**src/rtl/core/tpct_pkg.sv**
```systemverilog
// Shared types and constants for the two-phase countdown timer.
// No dependencies; every other file refers to it by scoped names.
package tpct_pkg;

  localparam int unsigned NowW  = 32;
  localparam int unsigned LenW  = 31;
  localparam int unsigned SessW = 16;
  localparam int unsigned SecW  = 22;
  localparam int unsigned ModeW = 3;

  localparam logic [LenW-1:0]  LenMax      = {LenW{1'b1}};
  localparam logic [LenW-1:0]  FocusReset  = 31'd1500000;
  localparam logic [LenW-1:0]  BreakReset  = 31'd300000;
  localparam logic [SessW-1:0] SessMax     = {SessW{1'b1}};

  // ceil(x / 1000) = floor((x + 999) * Recip1000 / 2^Recip1000Sh) for 32-bit sums
  localparam logic [NowW-1:0]  RoundUp1000 = 32'd999;
  localparam int unsigned      RecipW      = 29;
  localparam logic [RecipW-1:0] Recip1000  = 29'd274877907;
  localparam int unsigned      Recip1000Sh = 38;

  localparam int unsigned CfgIdxW = 1;

  typedef enum logic [CfgIdxW-1:0] {
    CFG_FOCUS_LEN = 1'd0,
    CFG_BREAK_LEN = 1'd1
  } cfg_idx_e;

  typedef enum logic [ModeW-1:0] {
    MODE_TICK   = 3'd0,
    MODE_START  = 3'd1,
    MODE_PAUSE  = 3'd2,
    MODE_RESUME = 3'd3,
    MODE_NEXT   = 3'd4,
    MODE_RESET  = 3'd5
  } mode_e;

  typedef enum logic [1:0] {
    RUN_IDLE   = 2'd0,
    RUN_ACTIVE = 2'd1,
    RUN_PAUSED = 2'd2,
    RUN_ALERT  = 2'd3
  } run_e;

  // Status after one command, before the seconds conversion
  typedef struct packed {
    logic             accepted;
    run_e             run_state;
    logic             phase_now;
    logic [SessW-1:0] sessions_done;
    logic [LenW-1:0]  left_ms;
  } stat_t;

endpackage

```
**src/rtl/core/tpct_cmd_if.sv**
```systemverilog
// Command channel of the countdown timer: valid/ready plus mode and timestamp.
// Depends on tpct_pkg for field widths.
interface tpct_cmd_if;
  logic                         valid;
  logic                         ready;
  logic [tpct_pkg::ModeW-1:0]   mode;
  logic [tpct_pkg::NowW-1:0]    now_ms;

  modport source (output valid, output mode, output now_ms, input ready);
  modport sink   (input valid, input mode, input now_ms, output ready);
endinterface

```
**src/rtl/core/tpct_res_if.sv**
```systemverilog
// Status channel of the countdown timer: valid/ready plus the status fields.
// Depends on tpct_pkg for field widths.
interface tpct_res_if;
  logic                         valid;
  logic                         ready;
  logic                         accepted;
  logic [1:0]                   run_state;
  logic                         phase_now;
  logic [tpct_pkg::SessW-1:0]   sessions_done;
  logic [tpct_pkg::LenW-1:0]    left_ms;
  logic [tpct_pkg::SecW-1:0]    left_s;

  modport source (output valid, output accepted, output run_state, output phase_now,
                  output sessions_done, output left_ms, output left_s, input ready);
  modport sink   (input valid, input accepted, input run_state, input phase_now,
                  input sessions_done, input left_ms, input left_s, output ready);
endinterface

```
**src/rtl/core/tpct_sec_stage.sv**
```systemverilog
// Output stage: converts milliseconds left to seconds rounded up and holds
// the status request for the sink. Depends on tpct_pkg and tpct_res_if.
module tpct_sec_stage (
  input  logic              clk_i,
  input  logic              rst_ni,
  input  logic              valid_i,
  output logic              ready_o,
  input  tpct_pkg::stat_t   stat_i,
  tpct_res_if.source        res_o
);

  logic [tpct_pkg::NowW-1:0]                  sum;
  logic [tpct_pkg::NowW+tpct_pkg::RecipW-1:0] prod;
  logic [tpct_pkg::SecW-1:0]                  secs;
  logic                                       load;

  logic                      valid_q;
  tpct_pkg::stat_t           stat_q;
  logic [tpct_pkg::SecW-1:0] secs_q;

  // ceil(ms / 1000) by reciprocal multiply
  assign sum  = {1'b0, stat_i.left_ms} + tpct_pkg::RoundUp1000;
  assign prod = {{tpct_pkg::RecipW{1'b0}}, sum} *
                {{tpct_pkg::NowW{1'b0}}, tpct_pkg::Recip1000};
  assign secs = prod[tpct_pkg::Recip1000Sh +: tpct_pkg::SecW];

  assign ready_o = !valid_q || res_o.ready;
  assign load    = valid_i && ready_o;

  always_ff @(posedge clk_i or negedge rst_ni) begin
    if (!rst_ni) begin
      valid_q <= 1'b0;
    end else if (ready_o) begin
      valid_q <= valid_i;
    end
  end

  always_ff @(posedge clk_i) begin
    if (load) begin
      stat_q <= stat_i;
      secs_q <= secs;
    end
  end

  assign res_o.valid         = valid_q;
  assign res_o.accepted      = stat_q.accepted;
  assign res_o.run_state     = stat_q.run_state;
  assign res_o.phase_now     = stat_q.phase_now;
  assign res_o.sessions_done = stat_q.sessions_done;
  assign res_o.left_ms       = stat_q.left_ms;
  assign res_o.left_s        = secs_q;

endmodule

```
**src/rtl/core/two_phase_countdown_timer.sv**
```systemverilog
// Two-phase countdown timer: one command per cycle unless the status sink stalls.
// Throughput: one request per cycle while not stalled; the state update and its status land in
// the first register, the seconds multiply in the output register.
// Reset (rst_ni low, asynchronous): idle, focus phase, zero sessions, lengths
// back to 1500000 / 300000 ms, both stages empty.
// Depends on tpct_pkg, tpct_cmd_if, tpct_res_if and tpct_sec_stage.
module two_phase_countdown_timer (
  input  logic                            clk_i,
  input  logic                            rst_ni,
  input  logic                            cfg_we_i,
  input  logic [tpct_pkg::CfgIdxW-1:0]    cfg_idx_i,
  input  logic [tpct_pkg::LenW-1:0]       cfg_wdata_i,
  tpct_cmd_if.sink                        cmd_i,
  tpct_res_if.source                      res_o
);

  localparam int unsigned NW = tpct_pkg::NowW;
  localparam int unsigned LW = tpct_pkg::LenW;
  localparam int unsigned SW = tpct_pkg::SessW;

  // configuration
  logic [LW-1:0] focus_q, break_q;

  // timer state
  tpct_pkg::run_e run_q, run_d;
  logic           phase_q, phase_d;
  logic [NW-1:0]  deadline_q, deadline_d;
  logic [LW-1:0]  paused_q, paused_d;
  logic [SW-1:0]  sess_q, sess_d;

  // first stage
  logic            s1_valid_q;
  tpct_pkg::stat_t s1_stat_q;
  tpct_pkg::stat_t stat_d;
  logic            s2_ready;
  logic            in_fire;

  tpct_pkg::mode_e mode;
  logic [NW-1:0]   now;
  logic [LW-1:0]   len_cur, len_other, add_val, run_left, sat_cur, left_d;
  logic [NW-1:0]   diff_cur, past_cur, dl_sum;
  logic            reached_cur, tick_fire, entered, ok;
  logic [SW-1:0]   sess_inc;

  assign mode = tpct_pkg::mode_e'(cmd_i.mode);
  assign now  = cmd_i.now_ms;

  assign cmd_i.ready = !s1_valid_q || s2_ready;
  assign in_fire     = cmd_i.valid && cmd_i.ready;

  always_ff @(posedge clk_i or negedge rst_ni) begin
    if (!rst_ni) begin
      focus_q <= tpct_pkg::FocusReset;
      break_q <= tpct_pkg::BreakReset;
    end else if (cfg_we_i) begin
      case (tpct_pkg::cfg_idx_e'(cfg_idx_i))
        tpct_pkg::CFG_FOCUS_LEN: focus_q <= cfg_wdata_i;
        tpct_pkg::CFG_BREAK_LEN: break_q <= cfg_wdata_i;
        default: ;
      endcase
    end
  end

  assign len_cur   = phase_q ? break_q : focus_q;
  assign len_other = phase_q ? focus_q : break_q;

  // wrap-safe deadline compare
  assign past_cur    = now - deadline_q;
  assign diff_cur    = deadline_q - now;
  assign reached_cur = !past_cur[NW-1];
  // not reached means diff in 1..2^31; only 2^31 needs the clamp
  assign sat_cur     = diff_cur[NW-1] ? tpct_pkg::LenMax : diff_cur[LW-1:0];
  assign run_left    = reached_cur ? '0 : sat_cur;
  assign tick_fire   = (run_q == tpct_pkg::RUN_ACTIVE) && reached_cur;
  assign sess_inc    = (sess_q != tpct_pkg::SessMax) ? sess_q + 1'b1 : sess_q;

  always_comb begin
    case (mode)
      tpct_pkg::MODE_RESUME: add_val = paused_q;
      tpct_pkg::MODE_NEXT:   add_val = len_other;
      default:               add_val = len_cur;
    endcase
  end

  assign dl_sum = now + {1'b0, add_val};

  always_comb begin
    run_d      = run_q;
    phase_d    = phase_q;
    deadline_d = deadline_q;
    paused_d   = paused_q;
    sess_d     = sess_q;
    ok         = 1'b0;
    entered    = 1'b0;
    case (mode)
      tpct_pkg::MODE_TICK: begin
        ok = 1'b1;
        if (tick_fire) begin
          run_d    = tpct_pkg::RUN_ALERT;
          paused_d = '0;
          if (!phase_q) sess_d = sess_inc;
        end
      end
      tpct_pkg::MODE_START: begin
        if (run_q == tpct_pkg::RUN_IDLE) begin
          deadline_d = dl_sum;
          paused_d   = '0;
          run_d      = tpct_pkg::RUN_ACTIVE;
          ok         = 1'b1;
          entered    = 1'b1;
        end
      end
      tpct_pkg::MODE_PAUSE: begin
        if (run_q == tpct_pkg::RUN_ACTIVE) begin
          if (tick_fire) begin
            // phase ended on the implied tick: keep its effect, reject the pause
            run_d    = tpct_pkg::RUN_ALERT;
            paused_d = '0;
            if (!phase_q) sess_d = sess_inc;
          end else begin
            paused_d = sat_cur;
            run_d    = tpct_pkg::RUN_PAUSED;
            ok       = 1'b1;
          end
        end
      end
      tpct_pkg::MODE_RESUME: begin
        if (run_q == tpct_pkg::RUN_PAUSED) begin
          deadline_d = dl_sum;
          run_d      = tpct_pkg::RUN_ACTIVE;
          ok         = 1'b1;
          entered    = 1'b1;
        end
      end
      tpct_pkg::MODE_NEXT: begin
        if (run_q == tpct_pkg::RUN_ALERT) begin
          phase_d    = !phase_q;
          deadline_d = dl_sum;
          paused_d   = '0;
          run_d      = tpct_pkg::RUN_ACTIVE;
          ok         = 1'b1;
          entered    = 1'b1;
        end
      end
      tpct_pkg::MODE_RESET: begin
        run_d      = tpct_pkg::RUN_IDLE;
        phase_d    = 1'b0;
        deadline_d = '0;
        paused_d   = '0;
        sess_d     = '0;
        ok         = 1'b1;
      end
      default: ;
    endcase
  end

  // time left after the command; a fresh deadline is exactly add_val away
  always_comb begin
    case (run_d)
      tpct_pkg::RUN_IDLE:   left_d = phase_d ? break_q : focus_q;
      tpct_pkg::RUN_PAUSED: left_d = paused_d;
      tpct_pkg::RUN_ACTIVE: left_d = entered ? add_val : run_left;
      default:              left_d = '0;
    endcase
  end

  always_comb begin
    stat_d.accepted      = ok;
    stat_d.run_state     = run_d;
    stat_d.phase_now     = phase_d;
    stat_d.sessions_done = sess_d;
    stat_d.left_ms       = left_d;
  end

  always_ff @(posedge clk_i or negedge rst_ni) begin
    if (!rst_ni) begin
      run_q      <= tpct_pkg::RUN_IDLE;
      phase_q    <= 1'b0;
      deadline_q <= '0;
      paused_q   <= '0;
      sess_q     <= '0;
    end else if (in_fire) begin
      run_q      <= run_d;
      phase_q    <= phase_d;
      deadline_q <= deadline_d;
      paused_q   <= paused_d;
      sess_q     <= sess_d;
    end
  end

  always_ff @(posedge clk_i or negedge rst_ni) begin
    if (!rst_ni) begin
      s1_valid_q <= 1'b0;
    end else if (cmd_i.ready) begin
      s1_valid_q <= cmd_i.valid;
    end
  end

  always_ff @(posedge clk_i) begin
    if (in_fire) begin
      s1_stat_q <= stat_d;
    end
  end

  tpct_sec_stage u_sec (
    .clk_i   (clk_i),
    .rst_ni  (rst_ni),
    .valid_i (s1_valid_q),
    .ready_o (s2_ready),
    .stat_i  (s1_stat_q),
    .res_o   (res_o)
  );

endmodule
```
**src/flat_wrapper.sv**
```systemverilog
// flat-port wrapper written by rule: the top's interface ports become plain ports
module two_phase_countdown_timer_flat 
  (clk_i, rst_ni, cfg_we_i, cfg_idx_i, cfg_wdata_i, cmd_i_valid, cmd_i_mode, cmd_i_now_ms, cmd_i_ready, res_o_valid, res_o_accepted, res_o_run_state, res_o_phase_now, res_o_sessions_done, res_o_left_ms, res_o_left_s, res_o_ready);
  tpct_cmd_if cmd_i_i ();
  tpct_res_if res_o_i ();
  input  logic clk_i;
  input  logic rst_ni;
  input  logic cfg_we_i;
  input  logic [tpct_pkg::CfgIdxW-1:0] cfg_idx_i;
  input  logic [tpct_pkg::LenW-1:0] cfg_wdata_i;
  input wire logic [$bits(cmd_i_i.valid)-1:0] cmd_i_valid;
  input wire logic [$bits(cmd_i_i.mode)-1:0] cmd_i_mode;
  input wire logic [$bits(cmd_i_i.now_ms)-1:0] cmd_i_now_ms;
  output wire logic [$bits(cmd_i_i.ready)-1:0] cmd_i_ready;
  output wire logic [$bits(res_o_i.valid)-1:0] res_o_valid;
  output wire logic [$bits(res_o_i.accepted)-1:0] res_o_accepted;
  output wire logic [$bits(res_o_i.run_state)-1:0] res_o_run_state;
  output wire logic [$bits(res_o_i.phase_now)-1:0] res_o_phase_now;
  output wire logic [$bits(res_o_i.sessions_done)-1:0] res_o_sessions_done;
  output wire logic [$bits(res_o_i.left_ms)-1:0] res_o_left_ms;
  output wire logic [$bits(res_o_i.left_s)-1:0] res_o_left_s;
  input wire logic [$bits(res_o_i.ready)-1:0] res_o_ready;
  assign cmd_i_i.valid = cmd_i_valid;
  assign cmd_i_i.mode = cmd_i_mode;
  assign cmd_i_i.now_ms = cmd_i_now_ms;
  assign cmd_i_ready = cmd_i_i.ready;
  assign res_o_valid = res_o_i.valid;
  assign res_o_accepted = res_o_i.accepted;
  assign res_o_run_state = res_o_i.run_state;
  assign res_o_phase_now = res_o_i.phase_now;
  assign res_o_sessions_done = res_o_i.sessions_done;
  assign res_o_left_ms = res_o_i.left_ms;
  assign res_o_left_s = res_o_i.left_s;
  assign res_o_i.ready = res_o_ready;
  two_phase_countdown_timer u_core (.clk_i(clk_i), .rst_ni(rst_ni), .cfg_we_i(cfg_we_i), .cfg_idx_i(cfg_idx_i), .cfg_wdata_i(cfg_wdata_i), .cmd_i(cmd_i_i), .res_o(res_o_i));
endmodule
```
**config.mk**
```make
export PLATFORM = sky130hd
export DESIGN_NAME = two_phase_countdown_timer_flat
export DESIGN_NICKNAME = d
export VERILOG_FILES = /design/src/rtl/core/tpct_pkg.sv /design/src/rtl/core/tpct_cmd_if.sv /design/src/rtl/core/tpct_res_if.sv /design/src/rtl/core/tpct_sec_stage.sv /design/src/rtl/core/two_phase_countdown_timer.sv /design/src/flat_wrapper.sv
export SDC_FILE = /design/constraint.sdc
export NUM_CORES = 2
export LEC_CHECK = 0
export BUFFER_PORTS_ARGS = -buffer_cell sky130_fd_sc_hd__buf_2
export CAP_MARGIN = 20
export CORE_MARGIN = 1
export CORE_UTILIZATION = 58
export CTS_CLUSTER_SIZE = 12
export DETAILED_ROUTE_END_ITERATION = 12
export PLACE_DENSITY = 0.78
export SLEW_MARGIN = 5
export SYNTH_ARGS = -nofsm -noshare
export SYNTH_HDL_FRONTEND = slang
export SYNTH_SLANG_ARGS = --single-unit
```
**constraint.sdc**
```tcl
create_clock -name clk_i -period 9.5 [get_ports clk_i]
set_input_delay 1.9 -clock clk_i [delete_from_list [all_inputs] [get_ports clk_i]]
set_output_delay 1.9 -clock clk_i [all_outputs]
set_load 0.005 [all_outputs]
```
; Word level (Yosys, flattened, before mapping)
; Cells that the tools add are included.
[word_totals]
regBits = 270
input_bits = 72
output_inout_bits = 75
word_cells = 97
[classes]
add_sub_neg = 5
mul = 1
n_eq_ne = 14
mux = 39
bitwise = 1
reduce_logical = 17
[op_table]
columns = operator, n
row1 = 31-bit 2-to-1 mux, 11
row2 = 31-bit case mux with 5 select lines, 1
row3 = 32-bit case mux with 4 select lines, 1
row4 = 32-bit 2-to-1 mux, 3
row5 = 31-bit case mux with 3 select lines, 1
row6 = 16-bit 2-to-1 mux, 4
row7 = 32-bit subtractor, 2
row8 = 31-bit case mux with 2 select lines, 1
row9 = "32-bit by 29-bit multiplier with 60-bit output, second input constant", 1
row10 = 16-bit case mux with 3 select lines, 1
row11 = "31-bit by 10-bit adder with 32-bit output, second input constant", 1
row12 = 32-bit by 31-bit adder with 32-bit output, 1
row13 = "16-bit by 1-bit adder with 16-bit output, second input constant", 1
row14 = "16-bit != test, second input constant", 1
row15 = 2-bit case mux with 6 select lines, 1
row16 = 2-bit 2-to-1 mux, 5
row17 = 1-bit 2-to-1 mux, 7
row18 = "2-bit equality test, second input constant", 3
row19 = "3-bit by 2-bit equality test with 1-bit output, second input constant", 2
row20 = "3-bit equality test, second input constant", 2
row21 = "2-bit by 1-bit != test with 1-bit output, second input constant", 3
row22 = 1-bit case mux with 5 select lines, 1
row23 = 5-bit AND reduction, 1
row24 = "2-bit by 1-bit equality test with 1-bit output, second input constant", 2
row25 = 12 further kinds, 20

; Longest topological paths before layout
[logic_depth]
word_depth = 8
depth_mapped = 37
ltp_nobuf = 36

; Cells and area by module
; A second synthesis with hierarchy kept.
[hier_totals]
cells_unflattened = 3251
hier_area_um2 = 31584.0
[modules_own_cells]
columns = mod, instances, cells_each, area_each_um2, seq_area_each_um2
row1 = tpct_sec_stage, 1, 1621, 17207.8, 2217.1
row2 = two_phase_countdown_timer, 1, 1630, 14376.3, 5182.5

; Worst setup path before layout
; OpenSTA, ideal clock, no wires.
[synth_path]
kind = reg-to-reg
startpoint = register u_core.s1_stat_q[0] (netlist bit)
endpoint = register u_core.u_sec.secs_q, in the netlist u_core.u_sec.res_o.left_s[16] (data pin)
setup_time_ns = 0.262
t_arrival_ns = 8.547
required_time_ns = 9.238
path_slack_ns = 0.691
path_stages_with_launch = 33
n_path_buf = 1
synth_period_minus_slack_ns = 8.809
path_cell_list = edfxtp_1 > inv_1 > ha_1 > nand2b_1 > and3_1 > nand2b_1 > or4_1 > clkbuf_1 > nor2b_1 > nand4_1 > xor2_1 > inv_1 > ha_1 > fa_1 > fa_1 > inv_1 > fa_1 > inv_1 > fa_1 > fa_1 > fa_1 > fa_1 > ha_1 > nand4_1 > nor2_1 > a31o_2 > o2111ai_1 > a31oi_1 > a211oi_1 > o221ai_1 > a21oi_1 > o21bai_1 > xor2_1
[synth_via]
elab_chain_cells = 2
[synth_rtl]
columns = item, line
row1 = start: declaration, two_phase_countdown_timer.sv:33  ; tpct_pkg::stat_t s1_stat_q;
row2 = start signal: assignment, two_phase_countdown_timer.sv:201  ; s1_stat_q <= stat_d;
row3 = 31-bit by 10-bit adder with 32-bit output, tpct_sec_stage.sv:22  ; assign sum = {1'b0, stat_i.left_ms} + tpct_pkg::RoundUp1000;
row4 = 32-bit by 29-bit multiplier with 60-bit output, tpct_sec_stage.sv:23  ; assign prod = {{tpct_pkg::RecipW{1'b0}}, sum} *
row5 = via u_core.u_sec.prod (one bit), tpct_sec_stage.sv:13  ; logic [tpct_pkg::NowW+tpct_pkg::RecipW-1:0] prod;
row6 = end signal: assignment, tpct_sec_stage.sv:41  ; secs_q <= secs;
row7 = end: declaration, tpct_sec_stage.sv:19  ; logic [tpct_pkg::SecW-1:0] secs_q;
; The timed path passes the listed nets, and every way through them passes these cells.
; A chain may end at the register's enable or synchronous reset.

; Worst setup path after layout
[layout_path]
startpoint = register u_core.s1_stat_q[0] (netlist bit)
endpoint = register u_core.u_sec.secs_q, in the netlist u_core.u_sec.res_o.left_s[19] (data pin)
; Same word-level chain as after synthesis.

==> flow_metrics.tcl <==
set metrics [dict create \
    wl_um 89190 \
    remaining_drc_errors 0 \
    path_type_of_the_worst_min_delay_path "register to register" \
    floorplan.io_pins 147 \
    synth-seq-cells 270 \
    wire_length_the_detailed_router_placed_on_met1_um 35000 \
    criticalPathCategory "register to register" \
    timing.critical_path.from_type "register" \
    cts.sinks 270 \
    top_signal_layer_used "met5" \
    ant_nets 0 \
    die_height_um 231.5 \
    setup_violations 0 \
    syn_area_per_cell_um2 10.16 \
    fmax_mhz 108.4 \
    fp.dieW_um 231.5 \
    syn-instance-count 3005 \
    floorplan.die_area_um2 53590 \
    end_kind "register" \
    drive_above_1_share_pct 12.79 \
    wire_length_of_the_first_global_routing_pass_um 138300 \
    hp-start "u_core.s1_stat_q[42]" \
    regToRegEndpoint "u_core.u_sec.res_o.left_s[19]" \
    timing.final.crit_period_ns 9.224 \
    htree_levels 2 \
    fin_crit_sh_pct 97.10 \
    critical_path_peak_fanout 9 \
    hold-path-endpoint "u_core.u_sec.res_o.sessions_done[11]" \
    design.final.nets 4012 \
    worst_r2r_startpoint "u_core.s1_stat_q[0]" \
    final.fill_count 4143 \
    final_util_pct 64.76 \
    synth_top_flop_cell "sky130_fd_sc_hd__dfrtp_1" \
    crit_required_ns 9.81 \
    met3_wirelength_um 5333 \
    critical_path.slowest_cell "sky130_fd_sc_hd__fa_1" \
    route.vias.total 23640 \
    tritoncts_clock_tree "built" \
    cap_violations 0 \
    yosysUniqueCellTypes 82 \
    drtIter0Drc 1887 \
    reg_to_reg_setup_timing_slack_ns 0.28 \
    post_cts_hold_buffer_count 0 \
    postSynth.asyncResetShare_pct 54.07 \
    synth_nets 3853 \
    fin_worst_skew_ns 0.04223 \
    core_area_um2 51720 \
    dp.final_hpwl_um 71120 \
    1st_pass_router_iterations 6 \
    hold-path-cell-count 0 \
    worst_path_most_repeated_cell "sky130_fd_sc_hd__fa_1" \
    clock_insertion_delay_worst_skew_ns 0.56 \
    tightest_slew_ns 1.095 \
    port_buffers 146 \
    area_of_the_multi_input_gates_um2 21030 \
    clk_pin_slew_ns 0.06 \
    first_global_vias 24610 \
    finalMaxSlewViolations 0 \
    area_growth_syn_to_layout_pct 9.638 \
    initial_utilization_pct 59.06 \
    timing.reg2reg.worst_path_depth 34 \
    worst_ep_arrival_time_ns 9.53 \
    cts_made_buffers 35 \
    largest_net_degree_at_the_start_of_global_routing 100 \
    clockRootBuffer "sky130_fd_sc_hd__clkbuf_16" \
    total_length_of_routed_met2_wires_um 43630 \
    grt_remaining_overflow 0 \
    hold_violations 0 \
    outcome "complete, no violations" \
    yosysWarnings 0 \
    worst_relative_slew_slack_pct 24.91 \
    grt_antenna_before_repair 5 \
    register_area_um2 7401 \
    overall_global_routing_resource_usage_pct 33.88 \
    synth_sequential_area_ratio_pct 24.22 \
    floorplan.rows 83 \
    place.gp.congestion 0.9720 \
    syn-cell-area_um2 30550 \
    cts_max_path_buffers 3 \
    routed_via_density 6.101 \
    synth_edf_count 124 \
    cp_peak_stage_delay_ns 0.53 \
    post_dr_wirelength_cell_um 23.02 \
]
area by class of cell:
cell class | count | share of cell area (%)
flip-flops and latches | 270 | 22.10
multi-input cells | 2160 | 62.79
well taps | 680 | 2.541
diodes | 3 | 0.02242
inverters | 480 | 5.391
clock inverters | 14 | 0.4558
repair buffers | 217 | 3.792
clock buffers | 50 | 2.907
worst max-delay path, delay by kind of cell, from the launching register on:
kind | cells | cell delay, ns
simple gates | 9 | 1.58
flops | 1 | 0.46
xor+xnor | 2 | 0.35
fa+ha+maj | 10 | 4.30
compound gates | 6 | 1.46
buf+inv | 7 | 0.86
metal layers:
metal / GRT usage (%) / up-vias
li1: - / 10760
met1: 41.99 / 11790
met2: 57.29 / 884
met3: 4.589 / 199
met4: 18.25 / 4
met5: 0 / -
state kept, by name, summed over array words and instances (netlist names):
signal / flops
u_core.run_q: 2
u_core.break_q: 31
u_core.u_sec.res_o.phase_now: 1
u_core.s1_stat_q: 51
u_core.u_sec.res_o.left_s: 22
u_core.u_sec.res_o.run_state: 2
u_core.u_sec.res_o.sessions_done: 16
u_core.paused_q: 31
u_core.sess_q: 16
u_core.s1_valid_q: 1
u_core.focus_q: 31
u_core.phase_q: 1
u_core.u_sec.res_o.valid: 1
u_core.deadline_q: 32
u_core.u_sec.res_o.left_ms: 31
u_core.u_sec.res_o.accepted: 1
Yosys cell counts (18+ instances only):
master,count,area (um^2)
sky130_fd_sc_hd__o31ai_1,21,157.7
sky130_fd_sc_hd__nand3_1,42,210.2
sky130_fd_sc_hd__o22ai_1,47,294.0
sky130_fd_sc_hd__clkbuf_1,76,285.3
sky130_fd_sc_hd__fa_1,300,6006
sky130_fd_sc_hd__nand4_1,18,112.6
sky130_fd_sc_hd__and3_1,19,118.9
sky130_fd_sc_hd__a22o_1,44,385.4
sky130_fd_sc_hd__mux2_2,82,923.4
sky130_fd_sc_hd__o21ai_0,137,685.7
sky130_fd_sc_hd__xor2_1,48,420.4
sky130_fd_sc_hd__dfstp_2,18,473.0
sky130_fd_sc_hd__a21o_1,55,412.9
sky130_fd_sc_hd__ha_1,476,5956
sky130_fd_sc_hd__a22oi_1,30,225.2
sky130_fd_sc_hd__mux2i_1,35,350.3
sky130_fd_sc_hd__inv_1,479,1798
sky130_fd_sc_hd__xnor2_1,67,586.8
sky130_fd_sc_hd__dfrtp_1,128,3203
sky130_fd_sc_hd__nor2_1,129,484.2
sky130_fd_sc_hd__edfxtp_1,124,3724
sky130_fd_sc_hd__a21oi_1,168,840.8
sky130_fd_sc_hd__nand2_1,171,641.9
worst max path at each step:
stage / start / endpoint / slack (ns) / cells past startpoint
finish: u_core.s1_stat_q[0] / u_core.u_sec.res_o.left_s[19] / 0.28 / 34
global placement: u_core.s1_stat_q[0] / u_core.u_sec.res_o.left_s[16] / 0.45 / 37
global route: u_core.s1_stat_q[0] / u_core.u_sec.res_o.left_s[21] / -0.007 / 33
floorplan: u_core.s1_stat_q[0] / u_core.u_sec.res_o.left_s[16] / 0.69 / 32
detailed placement: u_core.s1_stat_q[0] / u_core.u_sec.res_o.left_s[16] / 0.16 / 37
CTS: u_core.s1_stat_q[0] / u_core.u_sec.res_o.left_s[19] / 0.13 / 38
through the flow:
step           setup slack, ns  cells  cell area [um^2]  hold slack [ns]  setup TNS (ns)
2_1_floorplan           0.6906   3005             30550           0.4003               0
3_3_place_gp            0.4467   3801             32270           0.4016               0
3_5_place_dp            0.1609   3801             32270           0.4045               0
4_1_cts                 0.1335   3865             33400           0.4173               0
5_1_grt              -0.007310   3873             33490           0.4210       -0.007310
6_report                0.2756   3874             33490           0.4166               0
cell usage in the layout (no fill, tap or decap), types with 13 or more instances in the layout:
master,n
sky130_fd_sc_hd__nand4_1,18
sky130_fd_sc_hd__a22oi_1,30
sky130_fd_sc_hd__o22ai_1,47
sky130_fd_sc_hd__o22a_1,17
sky130_fd_sc_hd__a211oi_1,13
sky130_fd_sc_hd__nor3_1,14
sky130_fd_sc_hd__buf_2,145
sky130_fd_sc_hd__dfrtp_1,127
sky130_fd_sc_hd__nor2b_1,14
sky130_fd_sc_hd__a22o_1,44
sky130_fd_sc_hd__edfxtp_1,124
sky130_fd_sc_hd__clkbuf_16,36
sky130_fd_sc_hd__ha_1,476
sky130_fd_sc_hd__and3_1,19
sky130_fd_sc_hd__xnor2_1,67
sky130_fd_sc_hd__o31ai_1,21
sky130_fd_sc_hd__nor2_1,129
sky130_fd_sc_hd__nand2_1,170
sky130_fd_sc_hd__dfstp_2,18
sky130_fd_sc_hd__fa_1,300
sky130_fd_sc_hd__nand2b_1,17
sky130_fd_sc_hd__xor2_1,48
sky130_fd_sc_hd__o21ai_0,136
sky130_fd_sc_hd__mux2_2,82
sky130_fd_sc_hd__a21oi_1,166
sky130_fd_sc_hd__buf_4,71
sky130_fd_sc_hd__a21o_1,55
sky130_fd_sc_hd__inv_1,476
sky130_fd_sc_hd__o21a_1,13
sky130_fd_sc_hd__nand3_1,42
sky130_fd_sc_hd__mux2i_1,35
timing repair:
action | CTS | global route
buffers inserted | 0 | 5
endpoints found under the hold margin | 0 | 0
gates resized for setup | 0 | 11
setup endpoints to repair | 0 | 11
kinds of logic after synthesis:
group,Yosys count,share of synthesized area [%]
and+or+nand+nor,469,7.185
xor gates and xnor gates,115,3.297
muxes,117,4.170
buffers and inverters,575,7.226
adders and majority gates,776,39.16
AOI/OAI and AO/OA,683,14.74
DFF,270,24.22
Power is left out: the tool's default activity adds up to more than one toggle a clock period on the data nets, which glitch-free logic cannot reach.
